===== config.mk =====
export PLATFORM = sky130hd
export DESIGN_NAME = seconds_to_calendar_date
export DESIGN_NICKNAME = d
export VERILOG_FILES = /design/src/s2cd_pkg.sv /design/src/seconds_to_calendar_date.sv /design/src/s2cd_datapath.sv
export SDC_FILE = /design/constraint.sdc
export NUM_CORES = 2
export LEC_CHECK = 0
export BUFFER_PORTS_ARGS = -buffer_cell sky130_fd_sc_hd__buf_2
export CORE_UTILIZATION = 60
export DETAILED_ROUTE_END_ITERATION = 8
export HOLD_SLACK_MARGIN = 0.12
export MAX_ROUTING_LAYER = met4
export PLACE_DENSITY = 0.83
export SKIP_LAST_GASP = 1
export SLEW_MARGIN = 5
export SYNTH_ARGS = -nofsm -noshare
export SYNTH_HDL_FRONTEND = slang
export SYNTH_SLANG_ARGS = --single-unit

===== constraint.sdc =====
create_clock -name clk -period 17.4 [get_ports clk]
set_input_delay 1.74 -clock clk [delete_from_list [all_inputs] [get_ports clk]]
set_output_delay 1.74 -clock clk [all_outputs]
set_load 0.02 [all_outputs]

===== src/s2cd_pkg.sv =====
// Shared widths, conversion constants and the month start table for the
// seconds-to-calendar-date block. No dependencies.
package s2cd_pkg;

  // Pipeline depth in register stages
  localparam int NSTG = 6;

  // Field widths
  localparam int SECS_W  = 32;
  localparam int YEAR_W  = 12;
  localparam int MONTH_W = 4;
  localparam int DOM_W   = 5;
  localparam int HOUR_W  = 5;
  localparam int MIN_W   = 6;

  // Internal widths
  localparam int DAYQ_W  = 16;  // whole days, up to 49710
  localparam int DREM_W  = 17;  // seconds within the day
  localparam int YNUM_W  = 18;  // 4*days+3
  localparam int YIDX_W  = 8;   // years since 1976
  localparam int MINS_W  = 11;  // minutes within the day
  localparam int DOY_W   = 9;   // day within March-based year
  localparam int MIDX_W  = 4;   // month index, 0 = March

  // Calendar constants
  localparam logic [16:0] SECS_PER_DAY = 17'd86400;
  localparam logic [15:0] DAY_SHIFT    = 16'd671;
  localparam logic [10:0] FOUR_YR_DAYS = 11'd1461;
  localparam logic [11:0] BASE_YEAR    = 12'd1976;
  localparam logic [5:0]  MINS_PER_HR  = 6'd60;

  // Reciprocals (rounded up), exact over the ranges used here
  // secs>>7 / 675 : scale 2^35
  localparam logic [25:0] DAY_RECIP  = 26'd50903317;
  // n / 1461 : scale 2^32
  localparam logic [21:0] YEAR_RECIP = 22'd2939745;
  // r / 60 : scale 2^23
  localparam logic [17:0] MIN_RECIP  = 18'd139811;
  // m / 60 : scale 2^17
  localparam logic [11:0] HR_RECIP   = 12'd2185;
  // n / 153 : scale 2^20
  localparam logic [12:0] MON_RECIP  = 13'd6854;

  // Month index at which the calendar year wraps (January)
  localparam logic [MIDX_W-1:0] MIDX_JAN = 4'd10;

  // First day of each month within a March-based year
  function automatic logic [DOY_W-1:0] month_base(input logic [MIDX_W-1:0] midx);
    logic [DOY_W-1:0] base;
    case (midx)
      4'd0:    base = 9'd0;    // Mar
      4'd1:    base = 9'd31;   // Apr
      4'd2:    base = 9'd61;   // May
      4'd3:    base = 9'd92;   // Jun
      4'd4:    base = 9'd122;  // Jul
      4'd5:    base = 9'd153;  // Aug
      4'd6:    base = 9'd184;  // Sep
      4'd7:    base = 9'd214;  // Oct
      4'd8:    base = 9'd245;  // Nov
      4'd9:    base = 9'd275;  // Dec
      4'd10:   base = 9'd306;  // Jan
      4'd11:   base = 9'd337;  // Feb
      default: base = 9'd0;
    endcase
    return base;
  endfunction

endpackage


===== src/seconds_to_calendar_date.sv =====
// Seconds-to-calendar-date converter, top level: handshake and stage valids.
// Depends on s2cd_pkg and s2cd_datapath.
//
// Usage
//   Input word : in_seconds_count, seconds since 1978-01-01 00:00, taken
//                on in_valid & in_ready.
//   Output word: year, month, day of month, hour and minute, offered on
//                out_valid and taken on out_valid & out_ready.
//   Pipeline   : six register stages; a word taken in passes through all
//                six in order before it is offered on out_valid.
//   Throughput : one word per cycle while out_ready is high.
//   Stall      : a stage holds while it is full and the stage after it
//                cannot move; bubbles are squeezed out, so in_ready drops
//                only when all six stages hold a word and out_ready is low.
//   Reset      : rst_n (synchronous, active low) empties the pipeline.
//   Calendar   : every fourth year is a leap year, 2100 included.
module seconds_to_calendar_date (
  input  logic                          clk,
  input  logic                          rst_n,
  input  logic                          in_valid,
  output logic                          in_ready,
  input  logic [s2cd_pkg::SECS_W-1:0]   in_seconds_count,
  output logic                          out_valid,
  input  logic                          out_ready,
  output logic [s2cd_pkg::YEAR_W-1:0]   out_year,
  output logic [s2cd_pkg::MONTH_W-1:0]  out_month,
  output logic [s2cd_pkg::DOM_W-1:0]    out_day_of_month,
  output logic [s2cd_pkg::HOUR_W-1:0]   out_hour,
  output logic [s2cd_pkg::MIN_W-1:0]    out_minute
);
  import s2cd_pkg::*;

  logic [NSTG-1:0] vld_r, vld_nxt;
  logic [NSTG-1:0] stg_en;

  // Stage enables: a stage loads when empty or when its word moves on
  always_comb begin
    stg_en[NSTG-1] = !vld_r[NSTG-1] || out_ready;
    for (int k = NSTG - 2; k >= 0; k--) begin
      stg_en[k] = !vld_r[k] || stg_en[k+1];
    end
  end

  // Valid bits follow the data
  always_comb begin
    vld_nxt[0] = stg_en[0] ? in_valid : vld_r[0];
    for (int k = 1; k < NSTG; k++) begin
      vld_nxt[k] = stg_en[k] ? vld_r[k-1] : vld_r[k];
    end
  end

  always_ff @(posedge clk) begin
    if (!rst_n) begin
      vld_r <= '0;
    end else begin
      vld_r <= vld_nxt;
    end
  end

  assign in_ready  = stg_en[0];
  assign out_valid = vld_r[NSTG-1];

  // Payload path
  s2cd_datapath u_dp (
    .clk          (clk),
    .stg_en       (stg_en),
    .secs_in      (in_seconds_count),
    .year         (out_year),
    .month        (out_month),
    .day_of_month (out_day_of_month),
    .hour         (out_hour),
    .minute       (out_minute)
  );

endmodule


===== src/s2cd_datapath.sv =====
// Six-stage payload path of the seconds-to-calendar-date block: day split,
// four-year cycle, five-month cycle and hour/minute split. Uses s2cd_pkg.
module s2cd_datapath (
  input  logic                          clk,
  input  logic [s2cd_pkg::NSTG-1:0]     stg_en,
  input  logic [s2cd_pkg::SECS_W-1:0]   secs_in,
  output logic [s2cd_pkg::YEAR_W-1:0]   year,
  output logic [s2cd_pkg::MONTH_W-1:0]  month,
  output logic [s2cd_pkg::DOM_W-1:0]    day_of_month,
  output logic [s2cd_pkg::HOUR_W-1:0]   hour,
  output logic [s2cd_pkg::MIN_W-1:0]    minute
);
  import s2cd_pkg::*;

  // ---- stage 1: whole days by reciprocal multiply --------------------
  logic [50:0]         dprod;
  logic [DAYQ_W-1:0]   q1_nxt, q1_r;
  logic [SECS_W-1:0]   secs1_r;

  assign dprod  = secs_in[SECS_W-1:7] * DAY_RECIP;
  assign q1_nxt = dprod[50:35];

  always_ff @(posedge clk) begin
    if (stg_en[0]) begin
      q1_r    <= q1_nxt;
      secs1_r <= secs_in;
    end
  end

  // ---- stage 2: seconds within day, year numerator -------------------
  logic [32:0]         qsec;
  logic [SECS_W-1:0]   rem_full;
  logic [DAYQ_W-1:0]   days_sh;
  logic [DREM_W-1:0]   rem2_nxt, rem2_r;
  logic [YNUM_W-1:0]   n2_nxt, n2_r;

  assign qsec     = q1_r * SECS_PER_DAY;
  assign rem_full = secs1_r - qsec[SECS_W-1:0];
  assign rem2_nxt = rem_full[DREM_W-1:0];
  assign days_sh  = q1_r + DAY_SHIFT;         // days since 1976-03-01
  assign n2_nxt   = {days_sh, 2'b11};         // 4*days + 3

  always_ff @(posedge clk) begin
    if (stg_en[1]) begin
      rem2_r <= rem2_nxt;
      n2_r   <= n2_nxt;
    end
  end

  // ---- stage 3: year index and minutes of day ------------------------
  logic [39:0]         yprod;
  logic [34:0]         mprod;
  logic [YIDX_W-1:0]   y3_nxt, y3_r;
  logic [MINS_W-1:0]   mins3_nxt, mins3_r;
  logic [YNUM_W-1:0]   n3_r;

  assign yprod     = n2_r * YEAR_RECIP;
  assign y3_nxt    = yprod[39:32];
  assign mprod     = rem2_r * MIN_RECIP;
  assign mins3_nxt = mprod[33:23];

  always_ff @(posedge clk) begin
    if (stg_en[2]) begin
      y3_r    <= y3_nxt;
      n3_r    <= n2_r;
      mins3_r <= mins3_nxt;
    end
  end

  // ---- stage 4: day of year, hour ------------------------------------
  // 4*days+3 - 1461*y leaves 4*doy plus a 0..3 offset, so doy = rem >> 2
  logic [18:0]         y1461;
  logic [YNUM_W-1:0]   yrem;
  logic [22:0]         hprod;
  logic [DOY_W-1:0]    d4_nxt, d4_r;
  logic [HOUR_W-1:0]   hr4_nxt, hr4_r;
  logic [YIDX_W-1:0]   y4_r;
  logic [MINS_W-1:0]   mins4_r;

  assign y1461   = y3_r * FOUR_YR_DAYS;
  assign yrem    = n3_r - y1461[YNUM_W-1:0];
  assign d4_nxt  = yrem[10:2];
  assign hprod   = mins3_r * HR_RECIP;
  assign hr4_nxt = hprod[21:17];

  always_ff @(posedge clk) begin
    if (stg_en[3]) begin
      d4_r    <= d4_nxt;
      y4_r    <= y3_r;
      hr4_r   <= hr4_nxt;
      mins4_r <= mins3_r;
    end
  end

  // ---- stage 5: month index, minute ----------------------------------
  logic [10:0]         mnum;
  logic [23:0]         moprod;
  logic [10:0]         hr60;
  logic [MINS_W-1:0]   mleft;
  logic [MIDX_W-1:0]   mo5_nxt, mo5_r;
  logic [MIN_W-1:0]    min5_nxt, min5_r;
  logic [DOY_W-1:0]    d5_r;
  logic [YIDX_W-1:0]   y5_r;
  logic [HOUR_W-1:0]   hr5_r;

  assign mnum     = 11'(d4_r) * 11'd5 + 11'd2;
  assign moprod   = mnum * MON_RECIP;
  assign mo5_nxt  = moprod[23:20];
  assign hr60     = hr4_r * MINS_PER_HR;
  assign mleft    = mins4_r - hr60;
  assign min5_nxt = mleft[MIN_W-1:0];

  always_ff @(posedge clk) begin
    if (stg_en[4]) begin
      mo5_r  <= mo5_nxt;
      min5_r <= min5_nxt;
      d5_r   <= d4_r;
      y5_r   <= y4_r;
      hr5_r  <= hr4_r;
    end
  end

  // ---- stage 6: day of month, month wrap, output register ------------
  logic [DOY_W-1:0]    dom_full;
  logic                wrap;
  logic [MONTH_W-1:0]  month_nxt;
  logic [YEAR_W-1:0]   year_nxt;

  assign dom_full  = d5_r - month_base(mo5_r) + 9'd1;
  assign wrap      = (mo5_r >= MIDX_JAN);
  assign month_nxt = wrap ? (mo5_r - 4'd9) : (mo5_r + 4'd3);
  assign year_nxt  = 12'(y5_r) + BASE_YEAR + 12'(wrap);

  always_ff @(posedge clk) begin
    if (stg_en[5]) begin
      year         <= year_nxt;
      month        <= month_nxt;
      day_of_month <= dom_full[DOM_W-1:0];
      hour         <= hr5_r;
      minute       <= min5_r;
    end
  end

endmodule


Word-level counts from Yosys, hierarchy flattened
Memories as Yosys holds them, arrays and structs flattened. A register that Yosys moved wholly into a read port is not among the register bits.
Cells that the tools add are included.
Widths: inputs -> output; s select.
- logic and storage cells: 63
- output and inout bits: 34
- register bits after elaboration: 188
- ROM bits: 144
- memories kept: 1
- add/subtract/negate cells: 11
- $mul: 9
- order comparisons: 1
- reductions and logical operators: 12
- mux-type cells: 2
- memories (name ; depth ; bits a word ; read ports ; clocked after Yosys merged registers in ; write ports ; RTL line ; RTL):
    (name not given) ; 16 ; 9 ; 1 ; 1 ; 0 ; s2cd_pkg.sv:50 ; case (midx)
- operators with widths (operator ; number):
    $mul 25x26->51 const B ; 1
    $mul 18x22->40 const B ; 1
    $mul 17x18->34 const B ; 1
    $mul 11x12->23 const B ; 1
    $mul 11x12->22 const B ; 1
    $sub 17x17->17 ; 1
    $add 16x10->16 const B ; 1
    $mul 16x10->10 const B ; 1
    $add 12x1->12 ; 1
    $add 8x11->12 const B ; 1
    $add 11x2->11 const B ; 1
    $mul 8x11->11 const B ; 1
    $mul 9x3->11 const B ; 1
    $sub 11x11->11 ; 1
    $mux 4 ; 2
    $logic_not 1->1 ; 6
    $logic_or 1x1->1 ; 6
    $sub 6x6->6 ; 1
    $add 5x1->5 const B ; 1
    $mul 5x4->4 const B ; 1
    $sub 5x5->5 ; 1
    $add 4x2->4 const B ; 1
    $ge 4x4->1 const B ; 1
    $sub 4x4->4 const B ; 1

Logic depth before layout (Yosys ltp)
- word-level depth: 7
- mapped depth: 32
- mapped depth without buffers: 32

By module
Synthesis repeated with hierarchy kept, for this count alone.
- cells, all modules: 2623
- area, all modules: 29594.6 um2
- by module, submodules not included (module ; area an instance (um2) ; seq. area each (um2) ; cells an instance ; instances):
    s2cd_datapath ; 29360.7 ; 5565.3 ; 2597 ; 1
    seconds_to_calendar_date ; 234.0 ; 120.1 ; 26 ; 1

Worst setup path after synthesis
No wires, ideal clock.
- path kind: reg-to-reg
- from: reg u_dp.d4_r[1]
- to: reg (tool-made name)
- clock period less this slack: 7.190 ns
- library setup time: 0.062 ns
- cell stages (with the launch flop): 31
- slack: 10.210 ns
- arrival: 7.128 ns
- cells stage by stage: edfxtp_1 -> ha_1 -> ha_1 -> o211a_1 -> o21a_1 -> o21a_1 -> o21a_1 -> o21ai_0 -> nand2b_1 -> a21oi_1 -> o21bai_1 -> xor2_1 -> ha_1 -> inv_1 -> fa_1 -> fa_1 -> fa_1 -> fa_1 -> inv_1 -> ha_1 -> and4_4 -> and2_4 -> a211oi_2 -> o21ai_0 -> o21a_1 -> nor2_1 -> xnor2_1 -> mux2_2 -> ha_1 -> or3_1 -> nand3_1
- RTL lines (item ; RTL line ; RTL):
    start: declaration ; s2cd_datapath.sv:75 ; logic [DOY_W-1:0] d4_nxt, d4_r;
    start signal: assignment ; s2cd_datapath.sv:88 ; d4_r <= d4_nxt;

==> run_results.csv <==
group,metric,value,unit
critical_path,cp_max_fo,6,
critical_path,startpoint,"u_dp.d4_r[1]",
timing,timing.final.ws_setup,9.48,ns
cts,clkTransAtPathRegs,0.07,ns
cells_and_area,area_delta_synth_final,5.71,%
timing,fin_skew,0.0150,ns
critical_path,r2r_cells,31,
cts,cts_max_path_buffers,2,
cts,numClockSinks,193,
route,ant_nets,0,
route,avgViaCountPerCell,5.43,
floorplan,die-area,0.0501,mm^2
route,drt_iter0_markers,749,
cts,cts_resized,0,
min_path,hold_class,"reg2reg",
timing,drv_slew,0,
synthesis,synth.cell_area,0.0295,mm^2
floorplan,io_pins,70,
floorplan,row_count,80,
floorplan,die_w,224,um
critical_path,crit_type,"reg2reg",
cts,cts-root-buf,"clkbuf_16",
critical_path,worst_path_max_delay_cell,"fa_1",
cells_and_area,antenna_cells,0,
cts,cts_tree,"yes",
synthesis,yosysWarnings,0,
critical_path,cp-end-kind,"flop",
cells_and_area,postLayoutCoreUtil,0.649,
run,maxCapViolCount,0,
placed_design,gp_congestion,1.01,
synthesis,synth_nets,3832,
grt,overflow,0,
critical_path,worst_ep_arrival_time,8.28,ns
synthesis,synth.avg_cell_area,11.1,um^2
critical_path,r2r_slack,9.48,ns
timing,fin_crit_sh,0.455,
critical_path,cp_common_cell,"ha_1",
route,wl,59.4,mm
route,wl_per_cell,17.4,um
route,vias,18500,
timing,setup_viol,0,
timing,fin_crit,7.92,ns
cts,hold_buffers,0,
cells_and_area,drive_gt1_frac,0.0425,
synthesis,async_reset_ff_frac,0,
cts,htreeDepth,4,
critical_path,cp_slowest_stage_delay,0.55,ns
placed_design,hpwl,52.4,mm
timing,worst_pin_slew,1.11,ns
cts,clkLatencyLatePin,0.43,ns
critical_path,worst_ep_required_time,17.76,ns
synthesis,synth-seq-area-share,0.192,
placed_design,placed_cells,3377,
timing,hold_viol,0,
cells_and_area,stdcell_count,3407,
synthesis,synth_seq_cells,193,
grt,grt_max_degree,36,
synthesis,syn_inst,2652,
grt,grt_pass1_vias,20800,
timing,tns,0,ns
cells_and_area,finalNetCount,3920,
grt,grt_use_total,0.259,
placed_design,place_ws,9.27,ns
run_status,status,"completed",
grt,grt_pass1_wl,100,mm
floorplan,core_area,0.0481,mm^2
critical_path,worstSetupStartpointType,"flop",
cts,numCtsBuffers,17,
grt,antenna_found_initial,0,
timing,fmax,0.126,GHz
timing,rsz0062_at_grt,"no",
floorplan,die_y,224,um
floorplan,initial_utilization,0.614,
route,drc,0,
synthesis,synth_edf_count,182,
synthesis,yosysUniqueCellTypes,56,
route,drt-pass1-iter-count,5,
placed_design,numPortBuffers,69,
synthesis,ys.flop_type,"edfxtp_1",
timing,max_slew_margin,0.257,
critical_path,r2r-start,"u_dp.d4_r[1]",
cts,cts_setup_buffers,0,
-- critical path, delay by kind of cell (launching register included) --
kind / cells / cell delay [ns]
AO/OA/AOI/OAI: 9 / 1.83
XOR/XNOR: 2 / 0.41
adder cells (fa/ha/maj): 9 / 3.25
buffers and inverters: 3 / 0.25
flip-flops: 1 / 0.48
multiplexers: 1 / 0.34
AND/OR/NAND/NOR: 7 / 1.29
-- final cells by class --
cell class	count	area, um^2
Clock buffer	19	433
Clock inverter	11	82.6
Fill cell	3636	16900
Inverter	686	2570
Multi-Input combinational cell	1771	21300
Sequential cell	193	5690
Tap cell	656	821
Timing Repair Buffer	71	360
-- cells by family (layout without fill, tap and decap cells) --
logic type / Yosys count / after routing / synth area share
compound gates: 255 / 255 / 0.0555
xor+xnor: 133 / 133 / 0.0394
fa+ha+maj: 1144 / 1144 / 0.584
buf+inv: 688 / 787 / 0.0877
simple gates: 233 / 233 / 0.0384
flops: 193 / 193 / 0.192
mux: 6 / 6 / 0.00216
-- layout by cell type, fill, tap and decap left out, types with 4 or more instances in the layout --
| master | n |
|---|---|
| o211ai_1 | 7 |
| nor2b_1 | 11 |
| and3_1 | 11 |
| o21ai_0 | 38 |
| inv_1 | 685 |
| a221oi_1 | 5 |
| fa_1 | 393 |
| a21boi_0 | 6 |
| nand2b_1 | 10 |
| or2_2 | 7 |
| a31oi_1 | 7 |
| a211oi_1 | 12 |
| edfxtp_1 | 182 |
| o21bai_1 | 12 |
| a21o_1 | 42 |
| nor2_1 | 60 |
| xnor2_1 | 89 |
| ha_1 | 751 |
| dfxtp_1 | 11 |
| nor3_1 | 20 |
| nand2_1 | 55 |
| clkbuf_16 | 17 |
| nand3_1 | 24 |
| xor2_1 | 44 |
| nand4_1 | 18 |
| o31ai_1 | 4 |
| a21oi_1 | 85 |
| buf_2 | 69 |
| o21a_1 | 13 |
-- worst min path at each step --
stage,depth (start not counted),startpoint,to
2_1_floorplan,0,u_dp.hr5_r[0],u_dp.hour[0]
3_3_place_gp,0,u_dp.hr5_r[0],u_dp.hour[0]
3_5_place_dp,0,u_dp.y4_r[0],u_dp.y5_r[0]
4_1_cts,0,u_dp.y4_r[0],u_dp.y5_r[0]
5_1_grt,0,u_dp.hr5_r[1],u_dp.hour[1]
6_report,0,u_dp.min5_r[5],u_dp.minute[5]
-- synthesized netlist by cell type, drive strengths merged (3+ instances only) --
master | count | area, um^2
or3 | 3 | 18.8
mux2i | 3 | 30.0
nand2b | 10 | 62.6
a21o | 42 | 315
nand2 | 55 | 206
fa | 393 | 7870
nor3 | 20 | 100
o31ai | 4 | 30.0
a31o | 3 | 26.3
a21boi | 6 | 45.0
a21oi | 85 | 425
mux2 | 3 | 33.8
nand3 | 25 | 125
o21bai | 12 | 90.1
and2 | 4 | 27.5
xor2 | 44 | 385
nor2 | 60 | 225
or2 | 7 | 43.8
o22ai | 3 | 18.8
o2111ai | 3 | 26.3
nand4 | 18 | 113
edfxtp | 182 | 5470
o211ai | 8 | 65.1
nor2b | 11 | 68.8
o21ai | 38 | 190
xnor2 | 89 | 780
ha | 751 | 9400
a221oi | 5 | 43.8
o221ai | 3 | 26.3
o21a | 13 | 97.6
o31a | 3 | 26.3
a31oi | 8 | 56.3
a211oi | 13 | 103
inv | 685 | 2570
dfxtp | 11 | 220
and3 | 12 | 76.3
-- layer usage --
| metal | wire [um] | global-route usage | share of wire | up-vias |
|---|---|---|---|---|
| met5 | 0 | - | 0 | - |
| met4 | 1580 | 0.0727 | 0.027 | 0 |
| met3 | 1660 | 0.0235 | 0.028 | 104 |
| met2 | 31400 | 0.476 | 0.53 | 354 |
| met1 | 24800 | 0.301 | 0.42 | 9190 |
| li1 | - | - | - | 8838 |
-- registers in the layout, summed over array words and instances, names as in the netlist, named ones only --
register,count
u_dp.d4_r,9
u_dp.d5_r,5
u_dp.day_of_month,5
u_dp.hour,5
u_dp.hr4_r,5
u_dp.hr5_r,5
u_dp.min5_r,6
u_dp.mins3_r,11
u_dp.mins4_r,6
u_dp.minute,6
u_dp.mo5_r,4
u_dp.month,4
u_dp.n2_r,16
u_dp.n3_r,9
u_dp.q1_r,16
u_dp.rem2_r,17
u_dp.secs1_r,17
u_dp.y3_r,8
u_dp.y4_r,8
u_dp.y5_r,8
u_dp.year,12
vld_r,6
-- metrics by stage --
stage,hold slack [ns],cell area [um^2]
CTS,0.420,31200
global route,0.428,31200
finish,0.420,31200
global placement,0.402,30700
detailed placement,0.405,30700
floorplan,0.400,29500
Power is not shown: default switching activity piles up to over one toggle a cycle in this logic, so the estimate is an artifact.
